## src/assert_macros.svh

```systemverilog
// Assertion macros shared by the RTL of the charlieplex PWM scanner.
// No dependencies; each macro samples on clk and is disabled while rst is high.
`ifndef ASSERT_MACROS_SVH
`define ASSERT_MACROS_SVH

// Same-cycle implication.
`define ASSERT_IMPLIES(lbl, ante, cons) \
  lbl: assert property (@(posedge clk) disable iff (rst) (ante) |-> (cons)) \
    else $error("assertion failed: same-cycle implication");

// Next-cycle implication.
`define ASSERT_NEXT(lbl, ante, cons) \
  lbl: assert property (@(posedge clk) disable iff (rst) (ante) |=> (cons)) \
    else $error("assertion failed: next-cycle implication");

`endif

```

## src/cpwm_pkg.sv

```systemverilog
// Package for the charlieplex PWM scanner: sizes, reset values and opcodes.
// No dependencies.
package cpwm_pkg;

  localparam int RAMP_STEPS = 32;
  localparam int PIN_COUNT  = 3;
  localparam int LED_COUNT  = PIN_COUNT * (PIN_COUNT - 1);
  localparam int RAMP_W     = $clog2(RAMP_STEPS);
  localparam int ROW_W      = 2;
  localparam int LEVEL_W    = 8;
  localparam int INDEX_W    = 3;

  localparam logic [RAMP_W-1:0] RAMP_LAST = RAMP_W'(RAMP_STEPS - 1);
  localparam logic [ROW_W-1:0]  ROW_LAST  = ROW_W'(PIN_COUNT - 1);

  typedef enum logic {
    OP_TICK  = 1'b0,
    OP_WRITE = 1'b1
  } opcode_t;

  // Brightness pair of one row: LEDs 2*row and 2*row+1.
  typedef struct packed {
    logic [LEVEL_W-1:0] second;
    logic [LEVEL_W-1:0] first;
  } row_levels_t;

endpackage

```

## src/charlieplex_pwm_scanner_top.sv

```systemverilog
// Charlieplex PWM scanner: an accepted tick transaction gives its result
// transaction in the next cycle; one transaction is accepted every
// cycle while the result register is empty or being drained.
// Write transactions update the brightness store and give no result.
// Reset (rst, synchronous, active high) clears the store and puts the ramp at
// its last step and the row at the last row, so the first tick starts row 0.
`include "assert_macros.svh"

module charlieplex_pwm_scanner_top import cpwm_pkg::*; (
  input  logic                 clk,
  input  logic                 rst,
  input  logic                 item_valid,
  output logic                 item_ready,
  input  logic                 opcode,
  input  logic [INDEX_W-1:0]   led_index,
  input  logic [LEVEL_W-1:0]   level,
  output logic                 result_valid,
  input  logic                 result_ready,
  output logic [PIN_COUNT-1:0] pin_drive_mask,
  output logic [PIN_COUNT-1:0] pin_high_mask
);

  // Brightness store, kept as three rows so the scanner reads one row at a
  // time through a single row select.
  row_levels_t           store [PIN_COUNT];
  logic [RAMP_W-1:0]     ramp_count;
  logic [ROW_W-1:0]      active_row;
  logic [LEVEL_W-1:0]    first_led_level;
  logic [LEVEL_W-1:0]    second_led_level;
  logic [1:0]            column_enable;

  logic [RAMP_W-1:0]     ramp_count_next;
  logic [ROW_W-1:0]      active_row_next;
  logic [LEVEL_W-1:0]    first_led_level_next;
  logic [LEVEL_W-1:0]    second_led_level_next;
  logic [1:0]            column_enable_next;
  logic                  wrap;
  logic [PIN_COUNT-1:0]  row_bit;
  logic [PIN_COUNT-1:0]  row_below;
  logic [PIN_COUNT-1:0]  cols_wide;
  logic [PIN_COUNT-1:0]  cols;
  logic [PIN_COUNT-1:0]  drive;
  logic [PIN_COUNT-1:0]  high;
  logic                  item_accept;
  logic                  is_tick;
  logic                  is_write;

  // The result register frees up when it is empty or taken this cycle, so a
  // new transaction can follow every cycle.
  assign item_ready  = !result_valid || result_ready;
  assign item_accept = item_valid && item_ready;
  assign is_tick     = item_accept && (opcode == OP_TICK);
  assign is_write    = item_accept && (opcode == OP_WRITE);

  // Ramp and row advance. When the ramp wraps, the next row's two levels are
  // latched and both columns come back on, except one whose level is zero.
  always_comb begin
    wrap                  = (ramp_count == RAMP_LAST);
    ramp_count_next       = wrap ? '0 : ramp_count + RAMP_W'(1);
    active_row_next       = active_row;
    first_led_level_next  = first_led_level;
    second_led_level_next = second_led_level;
    column_enable_next    = column_enable;
    if (wrap) begin
      active_row_next       = (active_row == ROW_LAST) ? '0 : active_row + ROW_W'(1);
      first_led_level_next  = store[active_row_next].first;
      second_led_level_next = store[active_row_next].second;
      column_enable_next    = 2'b11;
    end
    // A column goes dark on the step that matches its level; a level at or
    // beyond the ramp length never matches and stays lit all row long.
    if (LEVEL_W'(ramp_count_next) == first_led_level_next) begin
      column_enable_next[0] = 1'b0;
    end
    if (LEVEL_W'(ramp_count_next) == second_led_level_next) begin
      column_enable_next[1] = 1'b0;
    end
  end

  // Map the two columns onto the pins around the row pin: column bits below
  // the row pin keep their place, the rest move up by one.
  always_comb begin
    row_bit   = PIN_COUNT'(1) << active_row_next;
    row_below = row_bit - PIN_COUNT'(1);
    cols_wide = PIN_COUNT'(column_enable_next);
    cols      = (cols_wide & row_below) | ((cols_wide & ~row_below) << 1);
    drive     = (cols != '0) ? (cols | row_bit) : '0;
    high      = (drive != '0) ? row_bit : '0;
  end

  always_ff @(posedge clk) begin
    if (rst) begin
      for (int r = 0; r < PIN_COUNT; r++) begin
        store[r] <= '0;
      end
      ramp_count       <= RAMP_LAST;
      active_row       <= ROW_LAST;
      first_led_level  <= '0;
      second_led_level <= '0;
      column_enable    <= '0;
    end else begin
      if (is_write && (led_index < INDEX_W'(LED_COUNT))) begin
        if (led_index[0]) begin
          store[led_index[INDEX_W-1:1]].second <= level;
        end else begin
          store[led_index[INDEX_W-1:1]].first <= level;
        end
      end
      if (is_tick) begin
        ramp_count       <= ramp_count_next;
        active_row       <= active_row_next;
        first_led_level  <= first_led_level_next;
        second_led_level <= second_led_level_next;
        column_enable    <= column_enable_next;
      end
    end
  end

  // Result register.
  always_ff @(posedge clk) begin
    if (rst) begin
      result_valid <= 1'b0;
    end else if (is_tick) begin
      result_valid <= 1'b1;
    end else if (result_ready) begin
      result_valid <= 1'b0;
    end
  end

  always_ff @(posedge clk) begin
    if (is_tick) begin
      pin_drive_mask <= drive;
      pin_high_mask  <= high;
    end
  end

  // Whenever pins are driven, exactly one of them is driven high.
  `ASSERT_IMPLIES(a_one_high_pin, result_valid && |pin_drive_mask, $onehot(pin_high_mask))
  // A pin is only ever driven high if it is driven at all.
  `ASSERT_IMPLIES(a_high_driven, result_valid, (pin_high_mask & ~pin_drive_mask) == '0)
  // Floating pins carry no level.
  `ASSERT_IMPLIES(a_float_low, result_valid && (pin_drive_mask == '0), pin_high_mask == '0)
  // A write into an empty result register makes no result.
  `ASSERT_NEXT(a_write_silent, is_write && !result_valid, !result_valid)
  // Every accepted tick leaves a result waiting.
  `ASSERT_NEXT(a_tick_result, is_tick, result_valid)

endmodule
```

## config.mk

```make
export PLATFORM = sky130hd
export DESIGN_NAME = charlieplex_pwm_scanner_top
export DESIGN_NICKNAME = d
export VERILOG_FILES = /design/src/cpwm_pkg.sv /design/src/charlieplex_pwm_scanner_top.sv
export VERILOG_INCLUDE_DIRS = /design/src /design/src/src
export SDC_FILE = /design/constraint.sdc
export NUM_CORES = 1
export LEC_CHECK = 0
export ABC_AREA = 0
export BUFFER_PORTS_ARGS = -buffer_cell sky130_fd_sc_hd__buf_2
export CAP_MARGIN = 0
export CORE_MARGIN = 2
export CORE_UTILIZATION = 35
export CTS_BUF_LIST = sky130_fd_sc_hd__clkbuf_4 sky130_fd_sc_hd__clkbuf_8
export CTS_CLUSTER_DIAMETER = 150
export DETAILED_ROUTE_END_ITERATION = 12
export SLEW_MARGIN = 30
export SYNTH_ARGS = -nofsm -noshare
export SYNTH_HDL_FRONTEND = slang
export SYNTH_SLANG_ARGS = --single-unit
export TNS_END_PERCENT = 10
```

## constraint.sdc

```tcl
create_clock -name clk -period 5.65 [get_ports clk]
set_input_delay 0.2825 -clock clk [delete_from_list [all_inputs] [get_ports clk]]
set_output_delay 0.2825 -clock clk [all_outputs]
set_load 0.01 [all_outputs]
```

==> impl_metrics.ini, run 1 <==
[sta]
hold_violations = 0
tightest_slew_ns = 0.869
fin_crit_ns = 3.10
setup_violations = 0
setup_tns_ns = 0
rsz0062_at_grt = no
relSlewSlack = 0.420
fin_ws_ns = 2.55
fin_crit_sh = 0.548
maxSlewViolCount = 0
skew_ns = 0.0116
clock.fmax_mhz = 323

[floorplan]
die_h_um = 111
initial_core_util = 0.363
ios = 24
design.die.area_mm2 = 0.0122
rows = 38
core_mm2 = 0.0109
die_x_um = 111

[yosys]
ys_warn_count = 0
muxShareOfSynthArea = 0.0725
synth_cells = 356
synth_commonest_cells = 54 x edfxtp_1, 48 x and2_1, 39 x nor2_1
synth_compound_area_frac = 0.114
synth_top_area_share = 0.408
syn_nets = 374
yosysMostFrequentCell = edfxtp_1
yosys.area_share.simple = 0.206
synth_top_family_by_area = simple AND/OR/NAND/NOR gates
synth_ff_type = edfxtp_1
synthAdderAreaFrac = 0.00630
async_reset_ff_frac = 0
synth.avg_cell_area_um2 = 11.2
synth-edff-count = 54
synth-xor-area-share = 0.0268
syn-cell-area_mm2 = 0.00397
ys_ff_latch = 80
synth_top_area_cell = edfxtp_1
synthTopCellsByArea = edfxtp_1 41%, dfxtp_1 13%, and2_1 7.6%
netlist-cell-type-count = 57
seq_area_frac_synth = 0.539

[clocking]
hold_buffers = 0
cts-resized-gates = 0
cts_root_buffer = clkbuf_8
path_clk_slew_ns = 0.08
clock_latency_ns = 0.35
postCtsSetupRepairBufs = 0
cts_tree = done
clock-sinks = 80
ctsHtreeMaxLevel = 3
cts_buffer_depth = 2
cts_buffers = 9

[detailed_routing]
wl_per_cell_um = 15.5
vias = 2624
dr.pass1.iters = 5
antenna_left = 0
viasPerCell = 5.07
drt_wl_total_um = 8010
drc = 0
drt_iter0_drc = 95

[power_and_ir_drop]
p_seq_frac = 0.542
power.density_mw_per_mm2 = 284
p_int_uw = 892
p_sw_frac = 0.278
leakage_uw = 0.00160
ir_drop_mv = 0.114
combPwrFrac = 0.150
clockPowerShare = 0.309
p_switching_uw = 343

[worst_setup_path]
crit_fanout = 27
crit_chain = ha_1 -> and3_1 -> ha_2 -> inv_2 -> o221ai_1 -> xor2_1 -> o2111ai_2 -> a221oi_1 -> a311oi_1
crit_path_end_kind = register
cp_top_family = compound AO/OA/AOI/OAI gates
cp.arrival_ns = 3.16
critPathKind = reg -> reg
cp.required_ns = 5.71
worstSetupStartpointType = register
slowest_delay_ns = 0.49
cpMaxStageDelayCell = ha_2
path_buf_inv = 1

[global_route]
grt_pass1_vias = 2541
grtUsageTotal = 0.137
grt_first_pass_wirelength_um = 13300
antenna_found_initial = 0
grt_max_degree = 36
grt.overflow.total = 0

[place]
hpwl_um = 5740
place.gp.congestion = 0.809
pre_cts_slack_ns = 2.22
portBuffers = 23

[run]
max_cap_violations = 0

[min_path]
hold_path.class = in -> reg

[layout]
drive_above_1_share = 0.164
synthToLayoutAreaGrowth_pct = 9.36
final_net_count = 391
antennaDiodeCount = 0

[outcome]
outcome = finished clean
-- power groups by stage --
stage / combinational (uW) / clock [uW] / sequential (uW)
2_1_floorplan: 142 / 0 / 678
3_3_place_gp: 180 / 0 / 682
3_5_place_dp: 184 / 0 / 683
4_1_cts: 184 / 394 / 669
5_1_grt: 205 / 418 / 672
6_report: 185 / 381 / 669
-- metal layers --
layer  wire length [um]  track usage  up-vias  share of wire
met5                  0            0        -              0
met4                 72       0.0342        0         0.0090
met3                283       0.0357        6          0.035
met2               3760        0.213       54           0.47
met1               3890        0.192     1246           0.49
li1                   -            -     1318              -
-- layout make-up --
| type | instances | area [um2] |
|---|---|---|
| clock buffers | 10 | 131 |
| multi-input cells | 250 | 1690 |
| well taps | 140 | 175 |
| inverters | 6 | 22.5 |
| fillers | 1092 | 6590 |
| repair buffers | 26 | 138 |
| clock inverters | 6 | 43.8 |
| flip-flops and latches | 80 | 2140 |
-- final timing paths --
kind / startpoint / cells after the start / slack (ns) / end
min reg2reg: ramp_count[4] / 2 / 0.49 / ramp_count[4]
max: ramp_count[0] / 9 / 2.55 / pin_drive_mask[1]
min: result_ready / 3 / 0.26 / result_valid
max reg2reg: ramp_count[0] / 9 / 2.55 / pin_drive_mask[1]
-- stage by stage --
stage | utilization | instances | total power [uW] | cell area [um2] | hold WS [ns]
floorplan | - | 356 | 820 | 3970 | 0.444
global placement | 0.381 | 502 | 861 | 4170 | 0.469
detailed placement | 0.381 | 502 | 867 | 4170 | 0.472
CTS | 0.397 | 518 | 1250 | 4340 | 0.242
global route | 0.397 | 518 | 1300 | 4340 | 0.276
finish | 0.397 | 518 | 1230 | 4340 | 0.256
-- state kept, by name (all words and copies together), names as in the netlist, 2 cells and up --
register,flops
active_row,2
store,48
column_enable,2
pin_high_mask,3
first_led_level,8
ramp_count,5
second_led_level,8
pin_drive_mask,3
-- worst register-to-register path, cell delays in order, from the launching register on --
cell and delay (ns):
dfxtp_1 0.46, ha_1 0.30, and3_1 0.19, ha_2 0.49
inv_2 0.23, o221ai_1 0.28, xor2_1 0.25, o2111ai_2 0.22
a221oi_1 0.32, a311oi_1 0.08
-- cell families after synthesis --
logic type | Yosys count
AND/OR/NAND/NOR | 148
adder cells (fa/ha/maj) | 2
flip-flops | 80
AO/OA/AOI/OAI | 63
XOR/XNOR | 9
multiplexers | 28
buffers and inverters | 26
-- placed cells by master, fill, tap and decap left out, types with 3 or more instances in the layout --
| cell | netlist | layout |
|---|---|---|
| a211o_1 | 4 | 4 |
| a21boi_0 | 3 | 3 |
| a21oi_1 | 15 | 15 |
| a22oi_1 | 3 | 3 |
| and2_1 | 48 | 48 |
| and3_1 | 4 | 4 |
| buf_2 | 7 | 23 |
| buf_4 | 1 | 3 |
| clkbuf_8 | 0 | 9 |
| clkinvlp_4 | 0 | 3 |
| dfxtp_1 | 26 | 26 |
| edfxtp_1 | 54 | 54 |
| inv_1 | 4 | 4 |
| mux2_1 | 3 | 3 |
| mux2i_1 | 24 | 24 |
| nand2_1 | 16 | 16 |
| nand2b_1 | 7 | 7 |
| nor2_1 | 39 | 39 |
| nor2b_1 | 3 | 3 |
| nor3_1 | 6 | 6 |
| nor3b_1 | 3 | 3 |
| o21ai_0 | 13 | 13 |
| o221ai_1 | 3 | 3 |
| o31ai_1 | 4 | 4 |
| or2_2 | 7 | 7 |
| xnor2_1 | 3 | 3 |
| xor2_1 | 4 | 4 |
No activity file was read; power rests on OpenSTA's default activity.
==> run 2: changes to the inputs <==
==> constraint.sdc (replaced) <==
create_clock -name clk -period 3.2 [get_ports clk]
set_input_delay 0.16 -clock clk [delete_from_list [all_inputs] [get_ports clk]]
set_output_delay 0.16 -clock clk [all_outputs]
set_load 0.01 [all_outputs]
==> run 2 against run 1 <==
  * Cell count grew 1.2%
  * Sequential power grew 76%
  * Highest routed layer is now met3
  * Critical path type unchanged
  * Clock power grew 98%
  * First-iteration DRC count shrank 16%
==> impl_metrics.ini, run 2 (synthesized netlist as in run 1, its figures left out) <==
[sta]
relSlewSlack = 0.552
rsz0062_at_grt = no
setup_tns_ns = 0
hold_violations = 0
skew_ns = 0.00727
setup_violations = 0
maxSlewViolCount = 0
tightest_slew_ns = 0.672
fin_crit_ns = 2.86
fin_crit_sh = 0.892
clock.fmax_mhz = 350

[layout]
largest-register = store
drive_above_1_share = 0.177
reg.largest.list = store: 48 flops, first_led_level: 8 flops, second_led_level: 8 flops
antennaDiodeCount = 0
final_net_count = 397
synthToLayoutAreaGrowth_pct = 11.1
final_common_cell = edfxtp_1
layout_common_cells = 54 x edfxtp_1, 48 x and2_1, 39 x nor2_1
largest_register_ffs = 48

[floorplan]
die_x_um = 111
design.die.area_mm2 = 0.0122
rows = 38
die_h_um = 111
core_mm2 = 0.0109
initial_core_util = 0.363
ios = 24

[worst_setup_path]
critPathKind = reg -> reg
r2r_start = ramp_count[0]
worstSetupStartpointType = register
cp.arrival_ns = 2.94
cp.required_ns = 3.28
crit_path_end_kind = register
critPathCapture = pin_drive_mask[1]
crit_fanout = 16
reg2reg_depth = 10
crit-reg2reg-capture = pin_drive_mask[1]
crit_start = ramp_count[0]
regToRegSetupSlack_ns = 0.34

[clocking]
postCtsSetupRepairBufs = 0
cts_root_buffer = clkbuf_8
clock_latency_ns = 0.34
cts_tree = done
clock-sinks = 80
cts_buffers = 9
path_clk_slew_ns = 0.08
ctsHtreeMaxLevel = 3
cts_buffer_depth = 2
hold_buffers = 0

[detailed_routing]
drc = 0
dr.pass1.iters = 4
antenna_left = 0
wl_met1_um = 4040
wl_met3_um = 251
vias = 2620
drt_iter0_drc = 80
highest_layer = met3
viasPerCell = 5.00
wl_met2_um = 3760
wl_per_cell_um = 15.4
drt_wl_total_um = 8050

[place]
portBuffers = 23
place.gp.congestion = 0.795
hpwl_um = 5660

[power_and_ir_drop]
p_sw_frac = 0.268
leakage_uw = 0.00165
combPwrFrac = 0.148
finalPower_uw = 2270
p_switching_uw = 609
clockPowerShare = 0.333
power.density_mw_per_mm2 = 514
ir_drop_mv = 0.207
p_seq_frac = 0.519
p_int_uw = 1660

[global_route]
antenna_found_initial = 0
grt_pass1_vias = 2543
grtUsageTotal = 0.137
grt_max_degree = 36
grt.overflow.total = 0
grt_first_pass_wirelength_um = 13200

[run]
max_cap_violations = 0

[outcome]
outcome = finished clean

[min_path]
hold_path.class = in -> reg
==> run 2: cell type report <==
cell class / count / area, um2
Sequential cell: 80 / 2140
Timing Repair Buffer: 32 / 183
Inverter: 6 / 22.5
Tap cell: 140 / 175
Clock buffer: 10 / 131
Clock inverter: 6 / 67.6
Fill cell: 1072 / 6520
Multi-Input combinational cell: 250 / 1690
==> run 2: timing repair <==
item / CTS / global route
gates resized for setup: 0 / 1
hold endpoints to repair: 0 / 0
endpoints found under the setup margin: 0 / 1
==> run 2: per-layer routing <==
layer | vias to the layer above | GRT usage
li1 | 1328 | -
met1 | 1241 | 0.191
met2 | 51 | 0.212
met3 | 0 | 0.0351
met4 | 0 | 0.0342
met5 | - | 0
==> run 2: worst min-delay path by stage <==
stage,startpoint,endpoint,slack (ns),cells after the start
after floorplan,level[0],store[0][0],0.36,1
after detailed placement,ramp_count[4],ramp_count[4],0.48,2
final,result_ready,result_valid,0.13,3
after global placement,first_led_level[6],first_led_level[6],0.47,2
after CTS,result_ready,result_valid,0.12,3
after global routing,result_ready,result_valid,0.15,3
==> run 2: power by group through the flow <==
stage                     combinational, uW  clock (uW)  sequential (uW)
after floorplan                         250           0             1200
after global placement                  327           0             1200
after detailed placement                334           0             1200
after CTS                               335         776             1180
after global routing                    370         824             1180
final                                   336         756             1180
==> run 2: critical path: stages (launching register included) <==
cell,delay (ns)
dfxtp_1,0.45
ha_1,0.28
and3_1,0.18
ha_2,0.31
buf_4,0.25
nand2b_1,0.13
o221ai_1,0.11
xor2_1,0.24
o2111ai_2,0.22
a221oi_1,0.32
a311oi_1,0.09
==> run 2: metrics by stage <==
step | worst slack (ns) | hold WS, ns | utilization | instances | cell area [um2]
2_1_floorplan | 0.707 | 0.358 | - | 356 | 3970
3_3_place_gp | 0.379 | 0.471 | 0.385 | 508 | 4210
3_5_place_dp | 0.234 | 0.481 | 0.385 | 508 | 4210
4_1_cts | 0.238 | 0.125 | 0.403 | 524 | 4410
5_1_grt | 0.0879 | 0.154 | 0.403 | 524 | 4410
6_report | 0.344 | 0.133 | 0.403 | 524 | 4410
